**config.mk**
```make
export PLATFORM = sky130hd
export DESIGN_NAME = utf8_printable_name_check_flat
export DESIGN_NICKNAME = d
export VERILOG_FILES = /design/src/rtl/core/utf8pc_pkg.sv /design/src/rtl/core/utf8pc_req_if.sv /design/src/rtl/core/utf8pc_rsp_if.sv /design/src/rtl/core/utf8pc_decode.sv /design/src/rtl/core/utf8_printable_name_check.sv /design/src/flat_wrapper.sv
export VERILOG_INCLUDE_DIRS = /design/src /design/src/rtl/core
export SDC_FILE = /design/constraint.sdc
export NUM_CORES = 1
export LEC_CHECK = 0
export BUFFER_PORTS_ARGS = -buffer_cell sky130_fd_sc_hd__buf_2
export CAP_MARGIN = 40
export CORE_MARGIN = 2
export CORE_UTILIZATION = 55
export DETAILED_ROUTE_END_ITERATION = 12
export PLACE_DENSITY = 0.78
export SLEW_MARGIN = 10
export SYNTH_ARGS = -nofsm -noshare
export SYNTH_HDL_FRONTEND = slang
export SYNTH_SLANG_ARGS = --single-unit
export TNS_END_PERCENT = 20
```
**constraint.sdc**
```tcl
create_clock -name clock -period 4.31 [get_ports clock]
set_clock_uncertainty 0.1 [all_clocks]
set_input_delay 0.6465 -clock clock [delete_from_list [all_inputs] [get_ports clock]]
set_output_delay 0.6465 -clock clock [all_outputs]
set_load 0.005 [all_outputs]
```
**src/rtl/core/utf8_printable_name_check_assert.svh**
```systemverilog
// Assertion macros for the printable UTF-8 string checker.
// Used by the top level only; no other dependencies.
`ifndef UTF8_PRINTABLE_NAME_CHECK_ASSERT_SVH
`define UTF8_PRINTABLE_NAME_CHECK_ASSERT_SVH

// Same-cycle implication, checked out of reset
`define UPC_ASSERT_NOW(lbl, ante, cons, msg) \
   lbl: assert property (@(posedge clock) disable iff (reset) (ante) |-> (cons)) \
      else $error(msg);

// Next-cycle implication, checked out of reset
`define UPC_ASSERT_NEXT(lbl, ante, cons, msg) \
   lbl: assert property (@(posedge clock) disable iff (reset) (ante) |=> (cons)) \
      else $error(msg);

`endif

```
**src/rtl/core/utf8pc_pkg.sv**
```systemverilog
// Types and constants shared by the printable UTF-8 checker.
// No dependencies.
package utf8pc_pkg;

   typedef logic [7:0]  byte_type;
   typedef logic [9:0]  max_bytes_type;
   typedef logic [20:0] code_type;
   typedef logic [10:0] count_type;

   // Per-string decoder state
   typedef struct packed {
      logic [1:0] pend;
      code_type   acc;
      logic [1:0] min_class;
      logic       failed;
      logic       seen_visible;
      count_type  count;
   } str_state_type;

   localparam max_bytes_type MAX_BYTES_RESET = 10'd64;
   localparam count_type     COUNT_MAX       = 11'h7FF;

   localparam code_type CP_MAX        = 21'h10FFFF;
   localparam code_type CP_SURR_LO    = 21'h00D800;
   localparam code_type CP_SURR_HI    = 21'h00DFFF;
   localparam code_type CP_SPACE      = 21'h000020;
   localparam code_type CP_DEL        = 21'h00007F;
   localparam code_type CP_C1_HI      = 21'h00009F;
   localparam code_type CP_ZW_LO      = 21'h00200B;
   localparam code_type CP_ZW_HI      = 21'h00200F;
   localparam code_type CP_SEP_LO     = 21'h002028;
   localparam code_type CP_SEP_HI     = 21'h00202E;
   localparam code_type CP_WJ_LO      = 21'h002060;
   localparam code_type CP_WJ_HI      = 21'h00206F;
   localparam code_type CP_BOM        = 21'h00FEFF;

   localparam byte_type LEAD2_LO = 8'hC2;
   localparam byte_type LEAD2_HI = 8'hDF;
   localparam byte_type LEAD3_LO = 8'hE0;
   localparam byte_type LEAD3_HI = 8'hEF;
   localparam byte_type LEAD4_LO = 8'hF0;
   localparam byte_type LEAD4_HI = 8'hF4;

   // Minimum-value classes for the overlong check
   localparam logic [1:0] CLASS_ASCII = 2'd0;
   localparam logic [1:0] CLASS_TWO   = 2'd1;
   localparam logic [1:0] CLASS_THREE = 2'd2;
   localparam logic [1:0] CLASS_FOUR  = 2'd3;

endpackage

```
**src/rtl/core/utf8pc_req_if.sv**
```systemverilog
// Request channel: one string byte plus end-of-string marker.
// Depends on utf8pc_pkg.
interface utf8pc_req_if;
   import utf8pc_pkg::*;

   logic     valid;
   logic     ready;
   byte_type data_byte;
   logic     last_byte;

   modport source (output valid, output data_byte, output last_byte, input ready);
   modport sink (input valid, input data_byte, input last_byte, output ready);
endinterface

```
**src/rtl/core/utf8pc_rsp_if.sv**
```systemverilog
// Response channel: one verdict per string.
// No dependencies.
interface utf8pc_rsp_if;
   logic valid;
   logic ready;
   logic valid_res;

   modport source (output valid, output valid_res, input ready);
   modport sink (input valid, input valid_res, output ready);
endinterface

```
**src/rtl/core/utf8pc_decode.sv**
```systemverilog
// Combinational per-byte update of the UTF-8 decoder state and verdict.
// Depends on utf8pc_pkg.
module utf8pc_decode (
   input  utf8pc_pkg::str_state_type state_cur,
   input  utf8pc_pkg::byte_type      data_byte,
   input  logic                      last_byte,
   input  utf8pc_pkg::max_bytes_type max_bytes,
   output utf8pc_pkg::str_state_type state_nxt,
   output logic                      verdict
);
   import utf8pc_pkg::*;

   // Code point rejection test, including the overlong check
   function automatic logic cp_bad(input code_type cp, input logic [1:0] cls);
      code_type min_cp;
      case (cls)
         CLASS_TWO:   min_cp = 21'h000080;
         CLASS_THREE: min_cp = 21'h000800;
         CLASS_FOUR:  min_cp = 21'h010000;
         default:     min_cp = '0;
      endcase
      return (cp < min_cp) || (cp > CP_MAX) ||
             (cp >= CP_SURR_LO && cp <= CP_SURR_HI) ||
             (cp < CP_SPACE) ||
             (cp >= CP_DEL && cp <= CP_C1_HI) ||
             (cp >= CP_ZW_LO && cp <= CP_ZW_HI) ||
             (cp >= CP_SEP_LO && cp <= CP_SEP_HI) ||
             (cp >= CP_WJ_LO && cp <= CP_WJ_HI) ||
             (cp == CP_BOM);
   endfunction

   str_state_type upd;
   code_type      cp;
   logic [1:0]    cls;
   logic          judge;

   always_comb begin
      upd   = state_cur;
      cp    = '0;
      cls   = CLASS_ASCII;
      judge = 1'b0;

      // saturating length count
      if (state_cur.count != COUNT_MAX) begin
         upd.count = state_cur.count + 11'd1;
      end

      if (state_cur.pend == 2'd0) begin
         // expecting a lead byte or ASCII
         if (!data_byte[7]) begin
            cp    = {13'd0, data_byte};
            judge = 1'b1;
         end else if (data_byte >= LEAD2_LO && data_byte <= LEAD2_HI) begin
            upd.acc       = {16'd0, data_byte[4:0]};
            upd.min_class = CLASS_TWO;
            upd.pend      = 2'd1;
         end else if (data_byte >= LEAD3_LO && data_byte <= LEAD3_HI) begin
            upd.acc       = {17'd0, data_byte[3:0]};
            upd.min_class = CLASS_THREE;
            upd.pend      = 2'd2;
         end else if (data_byte >= LEAD4_LO && data_byte <= LEAD4_HI) begin
            upd.acc       = {18'd0, data_byte[2:0]};
            upd.min_class = CLASS_FOUR;
            upd.pend      = 2'd3;
         end else begin
            upd.failed = 1'b1;
         end
      end else if (data_byte[7:6] != 2'b10) begin
         // broken sequence: drop it
         upd.failed    = 1'b1;
         upd.pend      = 2'd0;
         upd.acc       = '0;
         upd.min_class = CLASS_ASCII;
      end else begin
         upd.acc  = {state_cur.acc[14:0], data_byte[5:0]};
         upd.pend = state_cur.pend - 2'd1;
         if (upd.pend == 2'd0) begin
            cp            = upd.acc;
            cls           = state_cur.min_class;
            judge         = 1'b1;
            upd.acc       = '0;
            upd.min_class = CLASS_ASCII;
         end
      end

      // judge a completed code point
      if (judge) begin
         if (cp_bad(cp, cls)) begin
            upd.failed = 1'b1;
         end else if (cp != CP_SPACE) begin
            upd.seen_visible = 1'b1;
         end
      end

      verdict = !upd.failed && (upd.pend == 2'd0) && upd.seen_visible &&
                (upd.count <= {1'b0, max_bytes});

      // end of string clears everything
      if (last_byte) begin
         state_nxt = '0;
      end else begin
         state_nxt = upd;
      end
   end

endmodule

```
**src/rtl/core/utf8_printable_name_check.sv**
```systemverilog
// Printable UTF-8 string checker. The verdict is registered, and valid on rsp, when the
// byte register advances with the last byte. Throughput: one byte per cycle while no
// verdict stalls; the decoder update between the two registers is combinational.
// A stalled verdict holds only the stage behind it when that stage holds a last byte.
// Reset (synchronous, active high) clears string state, empties both stages and
// sets max_bytes to 64.
module utf8_printable_name_check (
   input  logic                      clock,
   input  logic                      reset,
   input  logic                      csr_wr_en,
   input  utf8pc_pkg::max_bytes_type csr_wr_data,
   utf8pc_req_if.sink                req_chan,
   utf8pc_rsp_if.source              rsp_chan
);
   import utf8pc_pkg::*;

   `include "utf8_printable_name_check_assert.svh"

   max_bytes_type max_bytes_ff;
   logic          s1_valid_ff;
   byte_type      s1_byte_ff;
   logic          s1_last_ff;
   str_state_type state_ff;
   str_state_type state_in;
   logic          rsp_valid_ff;
   logic          rsp_data_ff;
   logic          verdict;
   logic          out_free;
   logic          s1_advance;

   // configuration register
   always_ff @(posedge clock) begin
      if (reset) begin
         max_bytes_ff <= MAX_BYTES_RESET;
      end else if (csr_wr_en) begin
         max_bytes_ff <= csr_wr_data;
      end
   end

   // handshake control
   assign out_free       = !rsp_valid_ff || rsp_chan.ready;
   assign s1_advance     = s1_valid_ff && (out_free || !s1_last_ff);
   assign req_chan.ready = !s1_valid_ff || s1_advance;

   // input byte register
   always_ff @(posedge clock) begin
      if (reset) begin
         s1_valid_ff <= 1'b0;
      end else if (req_chan.ready) begin
         s1_valid_ff <= req_chan.valid;
      end
   end

   always_ff @(posedge clock) begin
      if (req_chan.valid && req_chan.ready) begin
         s1_byte_ff <= req_chan.data_byte;
         s1_last_ff <= req_chan.last_byte;
      end
   end

   utf8pc_decode u_decode (
      .state_cur (state_ff),
      .data_byte (s1_byte_ff),
      .last_byte (s1_last_ff),
      .max_bytes (max_bytes_ff),
      .state_nxt (state_in),
      .verdict   (verdict)
   );

   // string state
   always_ff @(posedge clock) begin
      if (reset) begin
         state_ff <= '0;
      end else if (s1_advance) begin
         state_ff <= state_in;
      end
   end

   // verdict register
   always_ff @(posedge clock) begin
      if (reset) begin
         rsp_valid_ff <= 1'b0;
      end else if (s1_advance && s1_last_ff) begin
         rsp_valid_ff <= 1'b1;
      end else if (rsp_chan.ready) begin
         rsp_valid_ff <= 1'b0;
      end
   end

   always_ff @(posedge clock) begin
      if (s1_advance && s1_last_ff) begin
         rsp_data_ff <= verdict;
      end
   end

   assign rsp_chan.valid     = rsp_valid_ff;
   assign rsp_chan.valid_res = rsp_data_ff;

   // checks
   `UPC_ASSERT_NEXT(a_verdict_loaded, s1_advance && s1_last_ff, rsp_valid_ff && (rsp_data_ff == $past(verdict)), "verdict not registered after last byte")
   `UPC_ASSERT_NOW(a_no_overwrite, rsp_valid_ff && !rsp_chan.ready && s1_valid_ff && s1_last_ff, !s1_advance, "pending verdict overwritten")
   `UPC_ASSERT_NEXT(a_state_cleared, s1_advance && s1_last_ff, (state_ff.count == '0) && (state_ff.pend == 2'd0) && !state_ff.failed, "string state not cleared")
   `UPC_ASSERT_NEXT(a_fail_sticky, s1_advance && !s1_last_ff && state_ff.failed, state_ff.failed, "error flag dropped mid-string")

endmodule

```
**src/flat_wrapper.sv**
```systemverilog
// flat-port wrapper written by rule: the top's interface ports become plain ports
module utf8_printable_name_check_flat import utf8pc_pkg::*;
  (clock, reset, csr_wr_en, csr_wr_data, req_chan_valid, req_chan_data_byte, req_chan_last_byte, req_chan_ready, rsp_chan_valid, rsp_chan_valid_res, rsp_chan_ready);
  utf8pc_req_if req_chan_i ();
  utf8pc_rsp_if rsp_chan_i ();
  input  logic clock;
  input  logic reset;
  input  logic csr_wr_en;
  input  utf8pc_pkg::max_bytes_type csr_wr_data;
  input wire logic [$bits(req_chan_i.valid)-1:0] req_chan_valid;
  input wire logic [$bits(req_chan_i.data_byte)-1:0] req_chan_data_byte;
  input wire logic [$bits(req_chan_i.last_byte)-1:0] req_chan_last_byte;
  output wire logic [$bits(req_chan_i.ready)-1:0] req_chan_ready;
  output wire logic [$bits(rsp_chan_i.valid)-1:0] rsp_chan_valid;
  output wire logic [$bits(rsp_chan_i.valid_res)-1:0] rsp_chan_valid_res;
  input wire logic [$bits(rsp_chan_i.ready)-1:0] rsp_chan_ready;
  assign req_chan_i.valid = req_chan_valid;
  assign req_chan_i.data_byte = req_chan_data_byte;
  assign req_chan_i.last_byte = req_chan_last_byte;
  assign req_chan_ready = req_chan_i.ready;
  assign rsp_chan_valid = rsp_chan_i.valid;
  assign rsp_chan_valid_res = rsp_chan_i.valid_res;
  assign rsp_chan_i.ready = rsp_chan_ready;
  utf8_printable_name_check u_core (.clock(clock), .reset(reset), .csr_wr_en(csr_wr_en), .csr_wr_data(csr_wr_data), .req_chan(req_chan_i), .rsp_chan(rsp_chan_i));
endmodule
```
==> results_dict.tcl <==
set metrics [dict create \
    status "finished, final reports clean" \
    grt_pass1_vias 2681 \
    fin_hold_ws_ns 0.351 \
    ios 27 \
    ir_worst_vdd_uv 194 \
    slowest_delay_ns 0.42 \
    dr.first_iter.drc_count 163 \
    grt_max_degree 45 \
    start_util_pct 57.7 \
    power_frac_clock_pct 30.0 \
    placed_cell_area_um2 3390 \
    cts_tree "done" \
    antenna_found_initial 0 \
    synth_commonest_cells "nor2_1 (54), dfxtp_1 (44), nand2_1 (36), a21oi_1 (29), nand3_1 (21)" \
    via_count 2926 \
    root_buffer "clkbuf_8" \
    io_buffers 26 \
    cts_sinks 54 \
    drc_errors 0 \
    post-route-util_pct 62.1 \
    power.density_nw_per_um2 265 \
    dieArea_um2 6510 \
    dp_cells 472 \
    endpoint_kind "flop" \
    p_seq_share_pct 58.9 \
    yosys.area_share.simple_pct 28.0 \
    p_switching_mw 0.241 \
    drive_gt1_share_pct 12.7 \
    cp_max_fo 11 \
    antenna_cells 0 \
    layout_setup_ws_ns 0.806 \
    fill_cells 529 \
    seq_area_um2 1180 \
    netlist_instances 391 \
    fin_setup_tns_ns 0 \
    p_int_mw 0.683 \
    synth_area_leaders "dfxtp_1 (27%), edfxtp_1 (9.3%), nor2_1 (6.3%)" \
    cts_resized 0 \
    grt_pass1_wl_um 12200 \
    place_congestion 0.891 \
    required_ns 4.35 \
    postRouteAntennaNets 0 \
    syn_area_per_cell_um2 8.27 \
    drt-pass1-iter-count 5 \
    grt-ovfl-total 0 \
    chipWidth_um 80.7 \
    synth_top_family_by_area "simple AND/OR/NAND/NOR gates" \
    grt.total_usage_pct 23.9 \
    post_cts_buffers 0 \
    seq_area_frac_synth_pct 36.5 \
    comb_power_share_pct 11.1 \
    drt-total-wl_um 7380 \
    ys_seq_elements 54 \
    slowest_stage "dfxtp_1" \
    synth_top_area_share_pct 27.2 \
    fp.dieH_um 80.7 \
    synth_cell_types 64 \
    clkTransAtPathRegs_ns 0.10 \
    setup_violations 0 \
    timing.final.crit_share_pct 81.3 \
    htree_num_levels 2 \
    hold_viol 0 \
    rsz0062_at_grt "false" \
    synthAdderAreaFrac_pct 5.80 \
    synth_area_um2 3230 \
    startpoint_type "flop" \
    min_path_type "reg2reg" \
    async_reset_ff_share_pct 0 \
    synth.mux.area_fraction_pct 3.13 \
    worst_pin_slew_ns 0.797 \
    yosys_most_used_dff "dfxtp_1" \
    hpwl_um 5290 \
    syn2layout_area_growth_pct 7.74 \
    clockBufferDepth 2 \
    coreArea_um2 5610 \
    pre_cts_ws_ns 0.875 \
    p_total_mw 0.924 \
    slew_violations 0 \
    leakagePower_nw 1.35 \
    yosysMostFrequentCell "nor2_1" \
    maxSlewHeadroom_pct 46.9 \
    sw_frac_of_total_pct 26.1 \
    yosysWarnings 0 \
    final_nets 447 \
    insertion_delay_ns 0.31 \
    yosysTopAreaCell "dfxtp_1" \
    cts_buffers 5 \
    crit_type "reg2reg" \
    worstPathArrival_ns 3.55 \
    synth_compound_area_share_pct 19.2 \
    min_period_ns 3.50 \
    cts_hold_repair.buffers 0 \
    path_cells "ha_1, nand3_1, nor3_1, nand2_1, mux2_2, ha_1, nor2b_1, o21ai_0, a21oi_1, o31a_1, o21ai_0, a21oi_1, nor4b_2" \
    wl_per_cell_um 15.3 \
    design_area_um2 3480 \
    synthesis.nets 430 \
    stdcell_count 481 \
    viasPerCell 6.08 \
    fmax_mhz 285 \
    cap_violations 0 \
    rows 27 \
    synth_edf_count 10 \
    multiInputGateArea_um2 1900 \
    synthXorXnorAreaFrac_pct 2.44 \
]
## final timing paths
check	cells after the start	startpoint	endpoint	slack, ns
worst max-delay path	13	u_core.state_ff[0]$_SDFFE_PP0P_	u_core.rsp_chan.valid_res$_DFFE_PP_	0.81
worst max register to register	13	u_core.state_ff[0]$_SDFFE_PP0P_	u_core.rsp_chan.valid_res$_DFFE_PP_	0.81
worst min-delay path	2	u_core.state_ff[11]$_SDFFE_PP0P_	u_core.state_ff[11]$_SDFFE_PP0P_	0.35
worst min register to register	2	u_core.state_ff[11]$_SDFFE_PP0P_	u_core.state_ff[11]$_SDFFE_PP0P_	0.35
## flip-flops by register name, indices dropped and copies added (netlist names)
signal / flops
u_core.rsp_chan.valid: 1
u_core.rsp_chan.valid_res: 1
u_core.state_ff: 32
u_core.max_bytes_ff: 10
u_core.s1_valid_ff: 1
u_core.s1_last_ff: 1
u_core.s1_byte_ff: 8
## critical path: cells and delay by family (launching register included)
kind	cells	cell delay [ns]
simple gates	5	1.16
compound gates	5	0.74
fa+ha+maj	2	0.57
mux	1	0.37
flops	1	0.42
## cell usage in the layout (no fill, tap or decap), drive strengths merged, types with 3 or more instances in the layout
cell      n
nand4bb   3
a21oi    29
nor3     13
a21o      5
o31ai     3
o21ai    12
xor2      4
xnor2     5
a211oi    4
a22oi    14
clkbuf    7
nand3    21
nand2    36
edfxtp   10
a31oi     4
inv      18
dfxtp    44
nand2b    4
mux2i     9
ha       15
nor2     55
nor4      7
and2      4
nor2b     4
nand4    11
buf      30
## layout make-up
| type | count | area share [%] |
|---|---|---|
| clock buffers | 6 | 2.08 |
| clock inverters | 2 | 0.287 |
| inverters | 18 | 1.94 |
| multi-input cells | 298 | 54.4 |
| flip-flops and latches | 54 | 33.9 |
| well taps | 72 | 2.59 |
| repair buffers | 31 | 4.81 |
## logic make-up (layout without fill, tap and decap cells)
family                   after synthesis  count (layout)
AO/OA/AOI/OAI                         91              91
XOR/XNOR                               9               9
adder cells (fa/ha/maj)               15              15
buffers and inverters                 39              57
flip-flops                            54              54
multiplexers                          10              10
AND/OR/NAND/NOR                      173             173
## routing by layer
| metal | routed length, um | global-route usage [%] | part of all wire (%) | up-vias |
|---|---|---|---|---|
| met5 | 0 | 0 | 0 | - |
| met4 | 156 | 8.47 | 2.1 | 0 |
| met3 | 254 | 3.60 | 3.4 | 17 |
| met2 | 3720 | 42.1 | 50 | 80 |
| met1 | 3250 | 29.5 | 44 | 1366 |
| li1 | - | - | - | 1463 |
## power groups by stage
stage	Clock (mW)	Sequential, mW	Combinational (mW)
global placement	0	0.555	0.0969
CTS	0.281	0.544	0.102
detailed placement	0	0.556	0.100
floorplan	0	0.548	0.0763
finish	0.277	0.544	0.103
global route	0.305	0.546	0.115
Power figures use the tool's default switching activity.
